[src/rtl/cfd_pkg.sv]
// ----------------------------------------------------------------------------
// COBS frame decoder package
// Shared word types and constants of the COBS frame decoder.
// ----------------------------------------------------------------------------
package cfd_pkg;

  // A code byte of this value opens a group that is not followed by a zero.
  localparam logic [7:0] NoZeroCode = 8'hFF;

  // Register indexes of the configuration port.
  localparam logic RegMaxOutLen = 1'b0;

  localparam int unsigned LenWidth = 16;

  typedef struct packed {
    logic [7:0] in_byte;
    logic       frame_start;
    logic       frame_last;
  } in_word_t;

  typedef struct packed {
    logic                has_byte;
    logic [7:0]          out_byte;
    logic                frame_end;
    logic [LenWidth-1:0] out_length;
  } out_word_t;

endpackage

[src/rtl/cfd_regs.sv]
// ----------------------------------------------------------------------------
// COBS frame decoder configuration registers
// APB-style register file holding the decoded length limit.
// ----------------------------------------------------------------------------
module cfd_regs (
  input  logic                         clk_i,
  input  logic                         rst_ni,
  input  logic                         psel,
  input  logic                         penable,
  input  logic                         pwrite,
  input  logic [2:0]                   paddr,
  input  logic [31:0]                  pwdata,
  output logic [31:0]                  prdata,
  output logic                         pready,
  output logic [cfd_pkg::LenWidth-1:0] max_out_len_o
);

  logic [cfd_pkg::LenWidth-1:0] max_len_q, max_len_d;
  logic                         wr_en;

  assign pready = 1'b1;
  assign wr_en  = psel && penable && pwrite && (paddr[2] == cfd_pkg::RegMaxOutLen);

  always_comb begin
    max_len_d = max_len_q;
    if (wr_en) begin
      max_len_d = pwdata[cfd_pkg::LenWidth-1:0];
    end
  end

  always_ff @(posedge clk_i or negedge rst_ni) begin
    if (!rst_ni) begin
      max_len_q <= '1;
    end else begin
      max_len_q <= max_len_d;
    end
  end

  always_comb begin
    prdata = '0;
    if (paddr[2] == cfd_pkg::RegMaxOutLen) begin
      prdata = {{(32-cfd_pkg::LenWidth){1'b0}}, max_len_q};
    end
  end

  assign max_out_len_o = max_len_q;

endmodule

[src/rtl/cfd_step.sv]
// ----------------------------------------------------------------------------
// COBS frame decoder step
// Input register, decoder state and the per-byte decode logic.
// ----------------------------------------------------------------------------
module cfd_step (
  input  logic                         clk_i,
  input  logic                         rst_ni,
  input  logic                         in_valid_i,
  output logic                         in_ready_o,
  input  cfd_pkg::in_word_t            in_data_i,
  input  logic [cfd_pkg::LenWidth-1:0] max_out_len_i,
  input  logic                         room_i,
  output logic                         push_o,
  output cfd_pkg::out_word_t           result_o
);

  logic                         vld_q, vld_d;
  cfd_pkg::in_word_t            word_q;
  logic [7:0]                   group_q, group_d;
  logic [7:0]                   last_q, last_d;
  logic [cfd_pkg::LenWidth-1:0] count_q, count_d;
  logic                         stopped_q, stopped_d;

  logic                         fire;
  logic [7:0]                   eff_group, eff_last;
  logic [cfd_pkg::LenWidth-1:0] eff_count;
  logic                         eff_stopped;
  logic                         emit, frame_end;
  logic [7:0]                   value;

  assign fire       = vld_q && room_i;
  assign in_ready_o = !vld_q || room_i;

  always_comb begin
    vld_d = vld_q;
    if (in_ready_o) begin
      vld_d = in_valid_i;
    end
  end

  always_ff @(posedge clk_i or negedge rst_ni) begin
    if (!rst_ni) begin
      vld_q <= 1'b0;
    end else begin
      vld_q <= vld_d;
    end
  end

  always_ff @(posedge clk_i) begin
    if (in_valid_i && in_ready_o) begin
      word_q <= in_data_i;
    end
  end

  // A frame start clears the state before the word itself is decoded.
  always_comb begin
    eff_group   = word_q.frame_start ? 8'd0 : group_q;
    eff_last    = word_q.frame_start ? cfd_pkg::NoZeroCode : last_q;
    eff_count   = word_q.frame_start ? '0 : count_q;
    eff_stopped = word_q.frame_start ? 1'b0 : stopped_q;

    group_d   = eff_group;
    last_d    = eff_last;
    count_d   = eff_count;
    stopped_d = eff_stopped;
    emit      = 1'b0;
    frame_end = 1'b0;
    value     = 8'd0;

    if (!eff_stopped) begin
      if (eff_count >= max_out_len_i) begin
        frame_end = 1'b1;
      end else if (eff_group != 8'd0) begin
        emit    = 1'b1;
        value   = word_q.in_byte;
        group_d = eff_group - 8'd1;
      end else begin
        emit   = (eff_last != cfd_pkg::NoZeroCode);
        last_d = word_q.in_byte;
        if (word_q.in_byte == 8'd0) begin
          group_d   = 8'd0;
          frame_end = 1'b1;
        end else begin
          group_d = word_q.in_byte - 8'd1;
        end
      end

      // The count stays below the limit before an emit, so it cannot wrap.
      if (emit) begin
        count_d = eff_count + 1'b1;
        if (count_d >= max_out_len_i) begin
          frame_end = 1'b1;
        end
      end
      if (word_q.frame_last) begin
        frame_end = 1'b1;
      end
      if (frame_end) begin
        stopped_d = 1'b1;
      end
    end
  end

  always_ff @(posedge clk_i or negedge rst_ni) begin
    if (!rst_ni) begin
      group_q   <= 8'd0;
      last_q    <= cfd_pkg::NoZeroCode;
      count_q   <= '0;
      stopped_q <= 1'b0;
    end else if (fire) begin
      group_q   <= group_d;
      last_q    <= last_d;
      count_q   <= count_d;
      stopped_q <= stopped_d;
    end
  end

  assign push_o              = fire && (emit || frame_end);
  assign result_o.has_byte   = emit;
  assign result_o.out_byte   = value;
  assign result_o.frame_end  = frame_end;
  assign result_o.out_length = count_d;

  a_stopped_silent : assert property (@(posedge clk_i) disable iff (!rst_ni)
    (fire && stopped_q && !word_q.frame_start) |-> !push_o)
    else $error("word decoded after the frame was closed");

  a_end_stops : assert property (@(posedge clk_i) disable iff (!rst_ni)
    (push_o && result_o.frame_end) |=> stopped_q)
    else $error("frame end did not stop the decoder");

  a_restored_zero : assert property (@(posedge clk_i) disable iff (!rst_ni)
    (fire && !emit) |-> (value == 8'd0))
    else $error("data byte set without a decoded byte");

endmodule

[src/rtl/cfd_out_buf.sv]
// ----------------------------------------------------------------------------
// COBS frame decoder output buffer
// Two-word result register with skid slot, so decoding continues under stall.
// ----------------------------------------------------------------------------
module cfd_out_buf (
  input  logic               clk_i,
  input  logic               rst_ni,
  input  logic               push_i,
  input  cfd_pkg::out_word_t push_data_i,
  output logic               room_o,
  output logic               out_valid_o,
  input  logic               out_ready_i,
  output cfd_pkg::out_word_t out_data_o
);

  logic               head_vld_q, head_vld_d;
  logic               tail_vld_q, tail_vld_d;
  cfd_pkg::out_word_t head_q, head_d;
  cfd_pkg::out_word_t tail_q, tail_d;
  logic               pop;

  assign pop    = head_vld_q && out_ready_i;
  assign room_o = !tail_vld_q;

  always_comb begin
    head_vld_d = head_vld_q;
    tail_vld_d = tail_vld_q;
    head_d     = head_q;
    tail_d     = tail_q;
    if (pop) begin
      if (tail_vld_q) begin
        head_d     = tail_q;
        tail_vld_d = push_i;
        tail_d     = push_data_i;
      end else begin
        head_vld_d = push_i;
        head_d     = push_data_i;
      end
    end else if (push_i) begin
      if (!head_vld_q) begin
        head_vld_d = 1'b1;
        head_d     = push_data_i;
      end else begin
        tail_vld_d = 1'b1;
        tail_d     = push_data_i;
      end
    end
  end

  always_ff @(posedge clk_i or negedge rst_ni) begin
    if (!rst_ni) begin
      head_vld_q <= 1'b0;
      tail_vld_q <= 1'b0;
    end else begin
      head_vld_q <= head_vld_d;
      tail_vld_q <= tail_vld_d;
    end
  end

  always_ff @(posedge clk_i) begin
    head_q <= head_d;
    tail_q <= tail_d;
  end

  assign out_valid_o = head_vld_q;
  assign out_data_o  = head_q;

  a_tail_behind_head : assert property (@(posedge clk_i) disable iff (!rst_ni)
    tail_vld_q |-> head_vld_q)
    else $error("skid slot filled while the head is empty");

  a_no_overflow : assert property (@(posedge clk_i) disable iff (!rst_ni)
    (push_i && tail_vld_q) |-> pop)
    else $error("word pushed into a full buffer");

endmodule

[src/rtl/cobs_frame_decoder.sv]
// ----------------------------------------------------------------------------
// COBS frame decoder
// Decodes a COBS-stuffed byte stream into data bytes and frame ends.
// ----------------------------------------------------------------------------
// The decoder takes one stuffed word per clock cycle while input ready is
// high and returns at most one result word for it. The word passes the input
// register, where the group countdown, code and length state are updated,
// and then the result register. A two-word result buffer lets the input
// side keep flowing while the consumer stalls; input ready drops
// only once both result slots are full. The first code byte of a frame, code
// bytes that open a group after a 0xFF code, and bytes arriving after the
// frame has closed produce no result word, unless the byte also closes the
// frame. The length limit is written through the register port at byte
// address 0 and should only be changed while the decoder is idle.
module cobs_frame_decoder (
  input  logic                   clk_i,
  input  logic                   rst_ni,
  input  logic                   in_valid_i,
  output logic                   in_ready_o,
  input  cfd_pkg::in_word_t      in_data_i,
  output logic                   out_valid_o,
  input  logic                   out_ready_i,
  output cfd_pkg::out_word_t     out_data_o,
  input  logic                   psel,
  input  logic                   penable,
  input  logic                   pwrite,
  input  logic [2:0]             paddr,
  input  logic [31:0]            pwdata,
  output logic [31:0]            prdata,
  output logic                   pready
);

  logic [cfd_pkg::LenWidth-1:0] max_out_len;
  logic                         room;
  logic                         push;
  cfd_pkg::out_word_t           result;

  cfd_regs u_regs (
    .clk_i         (clk_i),
    .rst_ni        (rst_ni),
    .psel          (psel),
    .penable       (penable),
    .pwrite        (pwrite),
    .paddr         (paddr),
    .pwdata        (pwdata),
    .prdata        (prdata),
    .pready        (pready),
    .max_out_len_o (max_out_len)
  );

  cfd_step u_step (
    .clk_i         (clk_i),
    .rst_ni        (rst_ni),
    .in_valid_i    (in_valid_i),
    .in_ready_o    (in_ready_o),
    .in_data_i     (in_data_i),
    .max_out_len_i (max_out_len),
    .room_i        (room),
    .push_o        (push),
    .result_o      (result)
  );

  cfd_out_buf u_out_buf (
    .clk_i       (clk_i),
    .rst_ni      (rst_ni),
    .push_i      (push),
    .push_data_i (result),
    .room_o      (room),
    .out_valid_o (out_valid_o),
    .out_ready_i (out_ready_i),
    .out_data_o  (out_data_o)
  );

endmodule

[config.mk]
export PLATFORM = sky130hd
export DESIGN_NAME = cobs_frame_decoder
export DESIGN_NICKNAME = d
export VERILOG_FILES = /design/src/rtl/cfd_pkg.sv /design/src/rtl/cfd_regs.sv /design/src/rtl/cfd_step.sv /design/src/rtl/cfd_out_buf.sv /design/src/rtl/cobs_frame_decoder.sv
export SDC_FILE = /design/constraint.sdc
export NUM_CORES = 1
export LEC_CHECK = 0
export ABC_AREA = 0
export BUFFER_PORTS_ARGS = -buffer_cell sky130_fd_sc_hd__buf_2
export CORE_AREA = 8 8 120 122
export DETAILED_ROUTE_END_ITERATION = 8
export DIE_AREA = 0 0 128 130
export PLACE_DENSITY = 0.76
export SLEW_MARGIN = 30
export SYNTH_ARGS = -nofsm -noshare
export SYNTH_HDL_FRONTEND = slang
export SYNTH_SLANG_ARGS = --single-unit
[constraint.sdc]
create_clock -name clk_i -period 9.1 [get_ports clk_i]
set_input_delay 0.91 -clock clk_i [delete_from_list [all_inputs] [get_ports clk_i]]
set_output_delay 0.91 -clock clk_i [all_outputs]
set_load 0.01 [all_outputs]
==> run_results.csv <==
group,metric,value,unit
setup_path,cp.required,9200,ps
setup_path,cp_max_fo,39,
synthesis,synth-seq-cells,114,
setup_path,critPathLaunchType,"flip-flop",
placement,place_congestion,0.892,
synthesis,seq_area_frac_synth,0.477,
finish,antenna_cells,0,
synthesis,syn_inst,642,
sta,setup_slack,4740,ps
drt,drt_first_pass_iters,7,
synthesis,synth_top_area_cell,"edfxtp_1",
sta,tightestPinTransition,932,ps
setup_path,setup.worst_path.end_class,"flip-flop",
synthesis,netlist.area_leader.share,0.278,
sta,fmax,229,MHz
power_and_ir_drop,leakage,3.41,nW
drt,maxUsedRoutingLayer,"met4",
floorplan,fp.dieW,128,µm
sta,fin_crit_sh,0.479,
sta,setup_tns,0,ps
clock_tree,clockBufferDepth,2,
finish,nNetsFinal,802,
finish,post-route-util,0.625,
sta,timing.final.crit_period,4360,ps
floorplan,die_h,130,µm
sta,finClkSkew,9.74,ps
clock_tree,post_cts_buffers,0,
worst_hold_path,hold_path_end,"u_step.last_q[3]$_DFFE_PN1P_",
global_routing,grt_pass1_wl,27600,µm
placement,placed_cells,867,
clock_tree,ctsResizeCount,0,
clock_tree,clock_sinks,114,
synthesis,syn_area,6690,µm²
worst_hold_path,hold_path.class,"flip-flop to flip-flop",
floorplan,io_pins,113,
drt,dr_wl_met2,7960,µm
placement,hpwl,12300,µm
floorplan,dieArea,16600,µm²
power_and_ir_drop,power_density,292,nW/µm²
floorplan,coreArea,12400,µm²
drt,drtIter0Drc,549,
synthesis,synth_ff_type,"edfxtp_1",
global_routing,globalRouteTotalUtil,0.213,
placement,io_buffers,77,
clock_tree,ctsHoldBuffers,0,
finish,area_growth,16.0,%
clock_tree,path_clk_slew,50,ps
worst_hold_path,hold_start,"u_step.last_q[3]$_DFFE_PN1P_",
drt,via_per_inst,5.96,
finish,final_common_cell,"buf_2",
setup_path,r2r_setup_slack,4740,ps
global_routing,grt_pass1_vias,5422,
placement,place_area,7150,µm²
sta,finalHoldViolCount,0,
synthesis,netlist_top_cells_area,"edfxtp_1 (28%), dfrtp_1 (10%), dfstp_2 (9.4%), ha_1 (6.7%), mux2_2 (4.9%)",
worst_hold_path,whs_path_depth,1,
synthesis,syn_area_per_cell,10.4,µm²
sta,slew_viol_final,0,
finish,mostFrequentLayoutCells,"buf_2 (77), edfxtp_1 (62), nor2_1 (54), nand2_1 (46), ha_1 (36)",
global_routing,grt-ovfl-total,0,
setup_path,r2r-end,"u_out_buf.tail_q[2]$_DFFE_PP_",
drt,dr_wl_met3,1290,µm
drt,vias,5356,
setup_path,r2r_start,"u_step.word_q[1]$_DFFE_PP_",
finish,drive_gt1_frac,0.250,
sta,setup_viol,0,
floorplan,start_util,0.539,
finish,stdcell_area,7760,µm²
clock_tree,tritoncts,"done",
sta,rsz0062_at_grt,"no",
clock_tree,clock_latency,420,ps
finish,layout.cells.non_filler,899,
sta,slew_headroom,0.377,
drt,wl_met1,7570,µm
synthesis,ys_types,70,
drt,wl_per_cell,19.1,µm
job,cap_violations,0,
placement,pre_cts_slack,4830,ps
synthesis,synthArstFlopShare,0.456,
setup_path,worst-setup-path-type,"flip-flop to flip-flop",
setup_path,reg2reg_depth,12,
global_routing,grt_max_degree,53,
clock_tree,cts_root_buf,"clkbuf_16",
clock_tree,cts-buffers-inserted,17,
synthesis,synth_edf_count,62,
drt,detail-route-antenna-nets,0,
power_and_ir_drop,peakVddDrop,0.115,mV
clock_tree,ctsHtreeMaxLevel,4,
floorplan,placementRows,41,
drt,post-route-drc-count,0,
drt,drt-total-wl,17100,µm
run_status,status,"finished clean",
setup_path,arrival,4460,ps
global_routing,antenna_found_initial,0,
synthesis,ys.warnings.count,0,
logic make-up (layout without fill, tap and decap cells):
logic type	count (synthesis)	after routing	synth area share
AOI/OAI and AO/OA	139	139	0.146
xor gates and xnor gates	25	25	0.0327
adders and majority gates	36	36	0.0673
buffers and inverters	78	148	0.0569
DFF	114	114	0.477
muxes	32	32	0.0533
other	2	17	0.00112
and+or+nand+nor	216	216	0.165
synthesized netlist by cell type, types with 3 or more instances:
| cell type | n |
|---|---|
| mux2_2 | 29 |
| edfxtp_1 | 62 |
| and3_1 | 13 |
| and2_1 | 4 |
| dfrtp_1 | 28 |
| nand2b_1 | 8 |
| clkbuf_1 | 22 |
| a211oi_1 | 3 |
| o21ai_0 | 29 |
| nor4_1 | 3 |
| o22ai_1 | 9 |
| a21oi_1 | 22 |
| nor2b_1 | 17 |
| dfstp_2 | 24 |
| xor2_1 | 7 |
| nor3_1 | 15 |
| nand3_1 | 18 |
| a31oi_1 | 7 |
| or4_1 | 3 |
| a221o_1 | 3 |
| a22o_1 | 4 |
| xnor2_1 | 18 |
| buf_2 | 3 |
| o31ai_1 | 11 |
| nand4_1 | 13 |
| or2_2 | 3 |
| a32o_1 | 4 |
| nand2_1 | 46 |
| o22a_1 | 10 |
| inv_1 | 32 |
| o211ai_1 | 4 |
| or3_1 | 6 |
| nor2_1 | 54 |
| o2bb2ai_1 | 3 |
| a21o_1 | 5 |
| a311oi_1 | 4 |
| buf_4 | 17 |
| ha_1 | 36 |
| mux2i_1 | 3 |
layer usage:
| metal | GRT usage | vias up |
|---|---|---|
| li1 | - | 2492 |
| met1 | 0.270 | 2579 |
| met2 | 0.337 | 251 |
| met3 | 0.0624 | 34 |
| met4 | 0.0839 | 0 |
| met5 | 0 | - |
cell type report:
cell class | instances | area [µm²]
clock buffer | 19 | 453
clock inverter | 13 | 159
fill | 1041 | 4650
inverter | 33 | 129
multi-input combinational | 465 | 3180
sequential | 114 | 3190
tap | 172 | 215
timing repair buffer | 83 | 430
where the power goes:
group / leakage [nW] / internal (mW) / switching, mW
Sequential: 1.22 / 0.761 / 0.0803
Combinational: 1.89 / 0.264 / 0.479
Clock: 0.295 / 0.444 / 0.241
worst max path at each step:
stage	startpoint	endpoint	slack [ps]	depth (start not counted)
floorplan	u_step.word_q[1]$_DFFE_PP_	u_out_buf.out_data_o[0]$_DFFE_PP_	4140	11
global placement	u_step.word_q[1]$_DFFE_PP_	u_out_buf.tail_q[9]$_DFFE_PP_	4880	12
detailed placement	u_step.word_q[1]$_DFFE_PP_	u_out_buf.tail_q[9]$_DFFE_PP_	4830	12
CTS	u_step.word_q[1]$_DFFE_PP_	u_out_buf.tail_q[2]$_DFFE_PP_	4780	12
global route	u_step.word_q[1]$_DFFE_PP_	u_out_buf.tail_q[25]$_DFFE_PP_	4480	12
finish	u_step.word_q[1]$_DFFE_PP_	u_out_buf.tail_q[2]$_DFFE_PP_	4740	12
per-stage QoR:
step           hold WS (ps)  power (mW)
2_1_floorplan           472        1.35
6_report                514        2.27
3_5_place_dp            509        1.58
5_1_grt                 526        2.39
3_3_place_gp            494        1.55
4_1_cts                 514        2.27
registers in the layout, summed over array words and instances, names as in the netlist:
name and flops:
u_regs.max_out_len_o 16, u_out_buf.out_valid_o 1, u_step.group_q 8, u_step.vld_q 1, u_out_buf.tail_vld_q 1, u_step.stopped_q 1, u_out_buf.tail_q 26, u_out_buf.out_data_o 26
u_step.word_q 10, u_step.last_q 8, u_step.count_q 16
critical path, cell delays in order (launching register included):
cell	delay [ps]
edfxtp_1	320
buf_4	370
inv_1	410
nand2_1	220
inv_1	110
ha_1	320
nand4_1	160
or3_1	500
o211a_1	320
nand3_1	160
o21ai_0	280
a21oi_2	500
buf_4	350
Note: power is estimated with default switching activity, not from simulation.
